--- config.mk ---
export PLATFORM = sky130hd
export DESIGN_NAME = bus_frame_transceiver_framer
export DESIGN_NICKNAME = d
export VERILOG_FILES = /design/src/sv/bft_pkg.sv /design/src/sv/bft_front.sv /design/src/sv/bft_queue.sv /design/src/sv/bft_back.sv /design/src/sv/bus_frame_transceiver_framer.sv
export SDC_FILE = /design/constraint.sdc
export NUM_CORES = 1
export LEC_CHECK = 0
export ABC_AREA = 1
export BUFFER_PORTS_ARGS = -buffer_cell sky130_fd_sc_hd__buf_2
export CORE_ASPECT_RATIO = 1.4
export CORE_MARGIN = 2
export CORE_UTILIZATION = 43
export CTS_BUF_LIST = sky130_fd_sc_hd__clkbuf_4
export DETAILED_ROUTE_END_ITERATION = 6
export PLACE_DENSITY = 0.72
export REMOVE_ABC_BUFFERS = 1
export SYNTH_ARGS = -nofsm -noshare
export SYNTH_HDL_FRONTEND = slang
export SYNTH_SLANG_ARGS = --single-unit
export TNS_END_PERCENT = 50
--- constraint.sdc ---
create_clock -name clock -period 4.3 [get_ports clock]
set_input_delay 0.215 -clock clock [delete_from_list [all_inputs] [get_ports clock]]
set_output_delay 0.215 -clock clock [all_outputs]
set_load 0.02 [all_outputs]
--- src/sv/bft_pkg.sv ---
// Shared types and constants of the bus frame transceiver framer.
package bft_pkg;

   // Request function codes
   typedef enum logic [1:0] {
      FUNC_HEADER  = 2'd0,
      FUNC_PAYLOAD = 2'd1,
      FUNC_END     = 2'd2
   } func_type;

   // Kind of work handed from the front end to the serialiser
   typedef enum logic [1:0] {
      KIND_HEADER = 2'd0,
      KIND_PAIR   = 2'd1,
      KIND_END    = 2'd2
   } kind_type;

   localparam int          HDR_PAIRS     = 5;
   localparam int          PAIR_IDX_W    = $clog2(HDR_PAIRS);
   localparam int          STEP_W        = $clog2(2 * HDR_PAIRS);
   localparam logic [STEP_W-1:0] HDR_LAST_STEP  = STEP_W'(2 * HDR_PAIRS - 1);
   localparam logic [STEP_W-1:0] PAIR_LAST_STEP = STEP_W'(1);
   localparam int          POS_W         = 6;
   localparam logic [7:0]  CTRL_BASE     = 8'h90;
   localparam logic [7:0]  END_CODE      = 8'h40;
   localparam int          QUEUE_DEPTH   = 2;

   // One queued job: up to five frame bytes to send as indexed pairs
   typedef struct packed {
      kind_type                        kind;
      logic [POS_W-1:0]                pos;
      logic                            flag;
      logic [HDR_PAIRS-1:0][7:0]       data;
   } entry_type;

endpackage

--- src/sv/bft_front.sv ---
// Front end: takes requests, keeps the frame state and queues send jobs.
module bft_front #(
   parameter int MAX_POSITION = 63
) (
   input  logic                 clock,
   input  logic                 reset,
   input  logic                 accept,
   input  logic [1:0]           func,
   input  logic [15:0]          dest_address,
   input  logic [1:0]           priority_req,
   input  logic [7:0]           data_byte,
   input  logic                 csr_write,
   input  logic [15:0]          csr_data,
   output logic                 push,
   output bft_pkg::entry_type   push_entry
);

   localparam logic [bft_pkg::POS_W-1:0] MaxPos = bft_pkg::POS_W'(MAX_POSITION);

   logic [bft_pkg::POS_W-1:0] position_ff, position_in;
   logic [7:0]                check_ff, check_in;
   logic                      dropped_ff, dropped_in;
   logic [15:0]               host_address_ff;
   logic [7:0]                ctrl_byte;

   // Hold the own address
   always_ff @(posedge clock) begin
      if (reset) begin
         host_address_ff <= '0;
      end else if (csr_write) begin
         host_address_ff <= csr_data;
      end
   end

   assign ctrl_byte = bft_pkg::CTRL_BASE | {4'd0, priority_req, 2'd0};

   // Classify the request and advance the frame state
   always_comb begin
      position_in = position_ff;
      check_in    = check_ff;
      dropped_in  = dropped_ff;
      push        = 1'b0;
      push_entry  = '0;
      if (accept) begin
         unique case (bft_pkg::func_type'(func))
            bft_pkg::FUNC_HEADER: begin
               push            = 1'b1;
               push_entry.kind = bft_pkg::KIND_HEADER;
               push_entry.pos  = '0;
               push_entry.flag = 1'b0;
               push_entry.data = {dest_address[7:0], dest_address[15:8],
                                  host_address_ff[7:0], host_address_ff[15:8],
                                  ctrl_byte};
               position_in     = bft_pkg::POS_W'(bft_pkg::HDR_PAIRS);
               check_in        = ctrl_byte ^ host_address_ff[15:8] ^ host_address_ff[7:0]
                                 ^ dest_address[15:8] ^ dest_address[7:0];
               dropped_in      = 1'b0;
            end
            bft_pkg::FUNC_PAYLOAD: begin
               if (position_ff < MaxPos) begin
                  push               = 1'b1;
                  push_entry.kind    = bft_pkg::KIND_PAIR;
                  push_entry.pos     = position_ff;
                  push_entry.flag    = dropped_ff;
                  push_entry.data[0] = data_byte;
                  position_in        = position_ff + 1'b1;
                  check_in           = check_ff ^ data_byte;
               end else begin
                  dropped_in = 1'b1;
               end
            end
            bft_pkg::FUNC_END: begin
               push               = 1'b1;
               push_entry.kind    = bft_pkg::KIND_END;
               push_entry.pos     = position_ff;
               push_entry.flag    = dropped_ff;
               push_entry.data[0] = ~check_ff;
               position_in        = '0;
               check_in           = '0;
               dropped_in         = 1'b0;
            end
            default: begin
               // unused code: drop the request
            end
         endcase
      end
   end

   always_ff @(posedge clock) begin
      if (reset) begin
         position_ff <= '0;
         check_ff    <= '0;
         dropped_ff  <= 1'b0;
      end else begin
         position_ff <= position_in;
         check_ff    <= check_in;
         dropped_ff  <= dropped_in;
      end
   end

endmodule

--- src/sv/bft_queue.sv ---
// Short job queue between the front end and the serialiser.
module bft_queue (
   input  logic                 clock,
   input  logic                 reset,
   input  logic                 push,
   input  bft_pkg::entry_type   push_entry,
   input  logic                 pop,
   output logic                 full,
   output logic                 empty,
   output bft_pkg::entry_type   head
);

   localparam int PtrW = $clog2(bft_pkg::QUEUE_DEPTH);
   localparam int CntW = $clog2(bft_pkg::QUEUE_DEPTH + 1);

   bft_pkg::entry_type mem_ff [bft_pkg::QUEUE_DEPTH];
   logic [PtrW-1:0]    wr_ptr_ff, rd_ptr_ff;
   logic [CntW-1:0]    count_ff;

   assign full  = (count_ff == CntW'(bft_pkg::QUEUE_DEPTH));
   assign empty = (count_ff == '0);
   assign head  = mem_ff[rd_ptr_ff];

   // Store the pushed job
   always_ff @(posedge clock) begin
      if (push) begin
         mem_ff[wr_ptr_ff] <= push_entry;
      end
   end

   // Advance pointers and fill count
   always_ff @(posedge clock) begin
      if (reset) begin
         wr_ptr_ff <= '0;
         rd_ptr_ff <= '0;
         count_ff  <= '0;
      end else begin
         if (push) begin
            wr_ptr_ff <= (wr_ptr_ff == PtrW'(bft_pkg::QUEUE_DEPTH - 1)) ? '0
                         : wr_ptr_ff + 1'b1;
         end
         if (pop) begin
            rd_ptr_ff <= (rd_ptr_ff == PtrW'(bft_pkg::QUEUE_DEPTH - 1)) ? '0
                         : rd_ptr_ff + 1'b1;
         end
         if (push && !pop) begin
            count_ff <= count_ff + 1'b1;
         end else if (pop && !push) begin
            count_ff <= count_ff - 1'b1;
         end
      end
   end

endmodule

--- src/sv/bft_back.sv ---
// Back end: serialises queued jobs into transceiver bytes, one per cycle while the receiver does not stall.
module bft_back #(
   parameter logic [7:0] START_CODE = 8'd128
) (
   input  logic                 clock,
   input  logic                 reset,
   input  logic                 empty,
   input  bft_pkg::entry_type   head,
   output logic                 pop,
   output logic                 rsp_valid,
   input  logic                 rsp_stall,
   output logic [7:0]           rsp_tx_byte,
   output logic                 rsp_run_last,
   output logic                 rsp_overflow
);

   logic [bft_pkg::STEP_W-1:0]     step_ff, step_in;
   logic                           valid_ff, valid_in;
   logic [7:0]                     byte_ff, byte_in;
   logic                           last_ff, last_in;
   logic                           ovf_ff;
   logic                           load, fire;
   logic [bft_pkg::PAIR_IDX_W-1:0] idx;
   logic [bft_pkg::POS_W-1:0]      code_pos;

   assign load = !valid_ff || !rsp_stall;
   assign fire = load && !empty;
   assign idx  = step_ff[bft_pkg::STEP_W-1:1];
   assign code_pos = head.pos + bft_pkg::POS_W'(idx);

   // Pick the byte for the current step
   always_comb begin
      last_in = (head.kind == bft_pkg::KIND_HEADER) ? (step_ff == bft_pkg::HDR_LAST_STEP)
                                                    : (step_ff == bft_pkg::PAIR_LAST_STEP);
      if (step_ff[0]) begin
         byte_in = head.data[idx];
      end else if (head.kind == bft_pkg::KIND_END) begin
         byte_in = bft_pkg::END_CODE | {2'd0, head.pos};
      end else begin
         byte_in = START_CODE | {2'd0, code_pos};
      end
      valid_in = load ? !empty : valid_ff;
      step_in  = step_ff;
      if (fire) begin
         step_in = last_in ? '0 : step_ff + 1'b1;
      end
   end

   assign pop = fire && last_in;

   always_ff @(posedge clock) begin
      if (reset) begin
         valid_ff <= 1'b0;
         step_ff  <= '0;
      end else begin
         valid_ff <= valid_in;
         step_ff  <= step_in;
      end
   end

   // Load the output register
   always_ff @(posedge clock) begin
      if (fire) begin
         byte_ff <= byte_in;
         last_ff <= last_in;
         ovf_ff  <= head.flag;
      end
   end

   assign rsp_valid    = valid_ff;
   assign rsp_tx_byte  = byte_ff;
   assign rsp_run_last = last_ff;
   assign rsp_overflow = ovf_ff;

endmodule

--- src/sv/bus_frame_transceiver_framer.sv ---
// Bus frame transceiver framer: accepts one request per cycle while its two-entry job queue
// has room, and the back-end serialiser sends one byte per cycle while the receiver does not
// stall; a payload request gives two bytes, an end request two and a header request ten, so
// the serialiser sets the sustained rate. A request's first byte passes the queue, then the output register.
// Write host_address only while idle.
module bus_frame_transceiver_framer #(
   parameter logic [7:0] START_CODE   = 8'd128,
   parameter int         MAX_POSITION = 63
) (
   input  logic        clock,
   input  logic        reset,
   input  logic        req_valid,
   output logic        req_stall,
   input  logic [1:0]  req_func,
   input  logic [15:0] req_dest_address,
   input  logic [1:0]  req_priority_req,
   input  logic [7:0]  req_data_byte,
   output logic        rsp_valid,
   input  logic        rsp_stall,
   output logic [7:0]  rsp_tx_byte,
   output logic        rsp_run_last,
   output logic        rsp_overflow,
   input  logic        csr_valid,
   output logic        csr_ready,
   input  logic [15:0] csr_data
);

   logic               full, empty, push, pop;
   bft_pkg::entry_type push_entry, head;

   assign req_stall = full;
   assign csr_ready = 1'b1;

   // Classify requests
   bft_front #(
      .MAX_POSITION(MAX_POSITION)
   ) u_front (
      .clock        (clock),
      .reset        (reset),
      .accept       (req_valid && !full),
      .func         (req_func),
      .dest_address (req_dest_address),
      .priority_req (req_priority_req),
      .data_byte    (req_data_byte),
      .csr_write    (csr_valid && csr_ready),
      .csr_data     (csr_data),
      .push         (push),
      .push_entry   (push_entry)
   );

   // Decouple front and back
   bft_queue u_queue (
      .clock      (clock),
      .reset      (reset),
      .push       (push),
      .push_entry (push_entry),
      .pop        (pop),
      .full       (full),
      .empty      (empty),
      .head       (head)
   );

   // Serialise bytes
   bft_back #(
      .START_CODE(START_CODE)
   ) u_back (
      .clock        (clock),
      .reset        (reset),
      .empty        (empty),
      .head         (head),
      .pop          (pop),
      .rsp_valid    (rsp_valid),
      .rsp_stall    (rsp_stall),
      .rsp_tx_byte  (rsp_tx_byte),
      .rsp_run_last (rsp_run_last),
      .rsp_overflow (rsp_overflow)
   );

endmodule

* Word level (Yosys, flattened, before mapping)
Memories as Yosys holds them, arrays and structs flattened. A register that Yosys moved wholly into a read port is not among the register bits. Index checks and enable logic that the tools add are counted.
Storage, ports and cells: memories 1, logic and storage cells 86, bits in writable memories 98, bits of input ports 49, output and inout port bits 13, register bits 50
Memory list:
- u_queue.mem_ff | words 2, width 49, rd ports 1, clocked after memory_dff 1, wr ports 1, RTL line bft_queue.sv:16 | bft_pkg::entry_type mem_ff [bft_pkg::QUEUE_DEPTH];
Cells by class: magnitude comparators 2, bitwise gates (word level) 6, equality and inequality tests 8, add/subtract/negate cells 7, multiplexer cells 29, reductions and logical operators 21
Operators with widths (count):
- 49-bit 2-to-1 mux | 1
- 8-bit 2-to-1 mux | 6
- 8-bit case mux with 3 select lines | 2
- 8-bit bitwise XOR | 5
- 32-bit 2-to-1 mux | 1
- 8-bit binary-select mux with 3-bit select | 1
- 6-bit case mux with 3 select lines | 1
- 9-bit case mux with 2 select lines | 1
- 1-bit 2-to-1 mux | 10
- 8-bit NOT | 1
- 6-bit by 1-bit adder with 6-bit output (second input constant) | 1
- 6-bit by 3-bit adder with 6-bit output | 1
- 2-bit == test (second input constant) | 3
- 1-bit zero test | 6
- 2-bit zero test | 3
- 6-bit less-than comparator (second input constant) | 1
- 6-bit 2-to-1 mux | 1
- 3-bit AND reduction | 2
- 1-bit logical AND | 5
- 4-bit by 1-bit adder with 4-bit output (second input constant) | 1
- 4-bit by 1-bit == test with 1-bit output (second input constant) | 1
- 4-bit == test (second input constant) | 1
- 3-bit by 4-bit less-than comparator with 1-bit output (second input constant) | 1
- 2-bit 2-to-1 mux | 2
- 12 further kinds | 15

* Logic depth before layout (Yosys ltp)
depth after elaboration 8, depth in mapped cells 15, depth with buffers taken out 13

* By module
A second synthesis with hierarchy kept.
Unflattened totals: cells, all modules 779, area total of the unflattened synthesis 7388.3 sq um
Modules (own cells, without submodules):
- bft_queue | cells each 185, instances 1, sequential area each 3042.9 sq um, area each 3807.4 sq um
- bft_front | cells each 378, instances 1, sequential area each 620.6 sq um, area each 2259.7 sq um
- bft_back | cells each 212, instances 1, sequential area each 400.4 sq um, area each 1300.0 sq um
- bus_frame_transceiver_framer | cells each 4, instances 1, sequential area each 0.0 sq um, area each 21.3 sq um

* Least setup slack after synthesis
OpenSTA, ideal clock, no wires.
kind register to register, start point register u_front.position_ff[0] in the netlist's numbering, end point memory u_queue.mem_ff[0][0] in the netlist's numbering, enable pin, path slack 751 ps, period minus slack after synthesis 3549 ps, arrival 3093 ps, buffers on the path 0, cell stages (with the launch flop) 9, setup time 456 ps, data required time 3844 ps, cell sequence dfxtp_1 ha_1 nand2_1 inv_2 nand3_2 o21ai_0 nand2_1 nand2_1 nor2_1
On the way: cells in the longest elaborated chain, start to end 6
RTL lines:
- from (decl) | RTL line bft_front.sv:20 | logic [bft_pkg::POS_W-1:0] position_ff, position_in;
- from (signal assigned) | RTL line bft_front.sv:95 | position_ff <= position_in;
- 6-bit less-than comparator | RTL line bft_front.sv:60 | if (position_ff < MaxPos) begin
- 1-bit 2-to-1 mux | RTL line bft_front.sv:60
- 1-bit case mux with 2 select lines | RTL line bft_front.sv:45 | unique case (bft_pkg::func_type'(func))
- 1-bit 2-to-1 mux | RTL line bft_front.sv:44 | if (accept) begin
- 1-bit 2-to-1 mux | RTL line bft_queue.sv:26 | if (push) begin
- 1-bit 2-to-1 mux (not written as such) | RTL line bft_queue.sv:27 | mem_ff[wr_ptr_ff] <= push_entry;
- to (decl) | RTL line bft_queue.sv:16
Every way passes these cells.

==> results.py <==
metrics = {
    "synth": {
        "ys_ff_latch": 149,
        "yosysSeqAreaShare_pct": 56.0,
        "yosys-top-cells-count": "nand2_1, nor2_1, edfxtp_1, o21ai_0, inv_1",
        "ys_types": 39,
        "post-synth-top-area-cell": "edfxtp_1",
        "async_flop_share_pct": 0,
        "netlist_area_sq_mm": 0.00726,
        "synth_cells": 829,
        "synthSimpleGateAreaFrac_pct": 24.5,
        "synth_compound_area_share_pct": 8.46,
        "syn_area_per_cell_sq_um": 8.76,
        "ys.flop_type": "edfxtp_1",
        "synth_warnings": 0,
        "synth_top_area_share_pct": 44.7,
        "synth_adder_area_share_pct": 2.00,
        "synthMuxAreaShare_pct": 0,
        "synth_xor_area_share_pct": 3.62,
        "synth-edff-count": 108,
        "synth_top_family_by_area": "simple AND/OR/NAND/NOR gates",
        "post-synth-top-count-cell": "nand2_1",
        "synthTopCellsByArea": "edfxtp_1, dfxtp_1, nand2_1, nor2_1, o21ai_0",
    },
    "worst_setup_path": {
        "critPathMaxStageDelay_ps": 780,
        "critPathCaptureType": "flip-flop",
        "cp_common_cell": "nand2_1",
        "crit_slowest_cell": "dfxtp_1",
        "cp.arrival_ps": 3500,
        "cp_top_family": "simple AND/OR/NAND/NOR gates",
        "worst_setup_path_start_kind": "flip-flop",
        "critPathRequiredTime_ps": 4600,
        "setup.worst_path.class": "flip-flop to flip-flop",
        "crit_path_max_fanout": 49,
        "critPathBufInv": 3,
        "reg2reg_depth": 12,
        "cp_cell_sequence": "inv_2 -> or2_2 -> o21ai_0 -> inv_1 -> ha_1 -> fa_1 -> nand2_1 -> nand2_1 -> nand4_1 -> nand3_1 -> nand2_1 -> inv_1",
        "rrSetupSlack_ps": 1100,
        "rr_endpoint": "u_back.rsp_tx_byte[4]",
    },
    "global_route": {
        "track_usage_pct": 19.0,
        "antenna_found_initial": 1,
        "grt_remaining_overflow": 0,
        "grt_pass1_vias": 5347,
        "grt_max_degree": 50,
        "grt_pass1_wl_mm": 26.5,
    },
    "pwr": {
        "power.leakage_nw": 3.26,
        "powerDensity_mw_per_mm2": 368,
        "irDropWorstVdd_uv": 143,
        "power.total_w": 0.00298,
    },
    "cts": {
        "clk_pin_slew_ps": 130,
        "cts.sinks": 149,
        "tritoncts": "yes",
        "numCtsBuffers": 17,
        "clk_latency_ps": 520,
        "htree_levels": 4,
        "cts_buffer_depth": 2,
        "cts_root_buf": "clkbuf_4",
    },
    "placement": {
        "place_area_sq_mm": 0.00769,
        "detailed_place_hpwl_mm": 11.5,
        "dp_slack_ps": 1120,
        "routabilityCongestion": 0.821,
        "portBuffers": 60,
    },
    "sta": {
        "setup_viol": 0,
        "hold_violations": 0,
        "relSlewSlack_pct": 41.9,
        "fin_ws_ps": 1100,
        "rsz0062_at_grt": "false",
        "clock_skew_ps": 20.5,
        "drv_slew": 0,
        "tns_ps": 0,
        "period_minus_slack_ps": 3200,
        "worst_pin_slew_ps": 866,
        "max_clock_freq_mhz": 312,
        "period_share_pct": 74.4,
    },
    "routing": {
        "dr.pass1.iters": 6,
        "postRouteAntennaNets": 0,
        "viasPerCell": 5.11,
        "drt_iter0_drc": 384,
        "drc": 0,
        "wl_per_cell_um": 15.1,
        "route.vias.total": 5692,
        "drt-total-wl_mm": 16.8,
    },
    "die": {
        "io_pins": 62,
        "dieArea_sq_mm": 0.0179,
        "chipWidth_um": 114,
        "rows": 56,
        "core_sq_mm": 0.0167,
        "fp.dieH_um": 158,
        "initial_core_util_pct": 43.5,
    },
    "min_path": {
        "holdPathEnd": "u_back.rsp_valid",
        "hold_path_startpoint": "reset",
        "hold_class": "input port to flip-flop",
        "whs_path_depth": 2,
    },
    "outcome": {
        "status": "finished, final reports clean",
    },
    "layout": {
        "final_area_sq_mm": 0.00810,
        "nets": 957,
        "drive_above_1_share_pct": 12.4,
        "area_growth_pct": 11.7,
        "fillers": 1597,
    },
    "job": {
        "timing.max_cap.violations": 0,
    },
}
## layer usage
metal  GRT usage (%)  routed length [um]
met1            21.9                6820
met2            36.0                9050
met3            2.99                 709
met4            5.75                 220
met5               0                   0
## state kept, by name (all words and copies together), names as in the netlist, named ones only
name,flops
u_queue.wr_ptr_ff,1
u_queue.rd_ptr_ff,1
u_queue.count_ff,2
u_front.host_address_ff,16
u_back.rsp_run_last,1
u_front.dropped_ff,1
u_front.position_ff,6
u_back.rsp_overflow,1
u_front.check_ff,8
u_back.step_ff,4
u_back.rsp_tx_byte,8
u_queue.mem_ff,98
u_back.rsp_valid,1
## layout make-up
class	count	area (sq um)	area share (%)
clock buffers	17	128	1.57
repair buffers	83	515	6.36
flip-flops and latches	149	4060	50.1
multi-input cells	589	2810	34.7
clock inverters	15	114	1.40
inverters	57	214	2.64
well taps	203	254	3.13
diodes	1	2.50	0.0309
## what timing repair did
item                                   in CTS  in global routing
hold buffers                               17                  0
endpoints found under the hold margin      17                  0
resized for setup                           0                  0
buffers inserted                            0                  0
## kinds of logic (layout without fill, tap and decap cells)
| group | after synthesis | after routing |
|---|---|---|
| compound gates | 118 | 118 |
| other cells | 1 | 2 |
| buf+inv | 91 | 172 |
| simple gates | 429 | 429 |
| fa+ha+maj | 11 | 11 |
| flops | 149 | 149 |
| xor+xnor | 30 | 30 |
## how the worst max path moves through the flow
| stage | end | slack, ps | depth (start not counted) |
|---|---|---|---|
| 6_report | u_back.rsp_tx_byte[4] | 1100 | 12 |
| 5_1_grt | u_back.rsp_tx_byte[4] | 860 | 12 |
| 4_1_cts | u_back.rsp_tx_byte[4] | 1100 | 12 |
| 3_5_place_dp | u_back.rsp_tx_byte[4] | 1120 | 12 |
| 3_3_place_gp | u_back.rsp_tx_byte[4] | 1240 | 12 |
| 2_1_floorplan | u_queue.mem_ff[0][0] | 450 | 6 |
## placed cells by master (no fill, tap or decap), drive strengths merged
| cell type | instances |
|---|---|
| clkbuf | 17 |
| dfxtp | 41 |
| a21oi | 41 |
| edfxtp | 108 |
| dlygate4sd3 | 17 |
| inv | 55 |
| xor2 | 16 |
| nand2 | 218 |
| o21bai | 1 |
| o21a | 1 |
| clkinvlp | 5 |
| nand3 | 49 |
| nand4 | 5 |
| a31oi | 2 |
| o21ai | 68 |
| ha | 10 |
| bufinv | 1 |
| diode | 1 |
| nor3 | 6 |
| fa | 1 |
| or2 | 5 |
| nand3b | 2 |
| nor3b | 3 |
| xnor2 | 14 |
| clkinv | 11 |
| buf | 66 |
| o211ai | 5 |
| conb | 1 |
| nor2 | 141 |
## report_power, final
part	switching (W)	total, W	internal (W)
logic	0.000346	0.000515	0.000169
clock network	0.000496	0.000772	0.000277
registers	0.0000502	0.00170	0.00165
## stage by stage
stage	utilization (%)	hold slack (ps)	instances
2_1_floorplan	-	277	795
3_3_place_gp	46.1	439	1064
3_5_place_dp	46.1	444	1064
4_1_cts	48.6	25.5	1113
5_1_grt	48.6	24.6	1114
6_report	48.6	48.9	1114
Power figures use the tool's default switching activity.
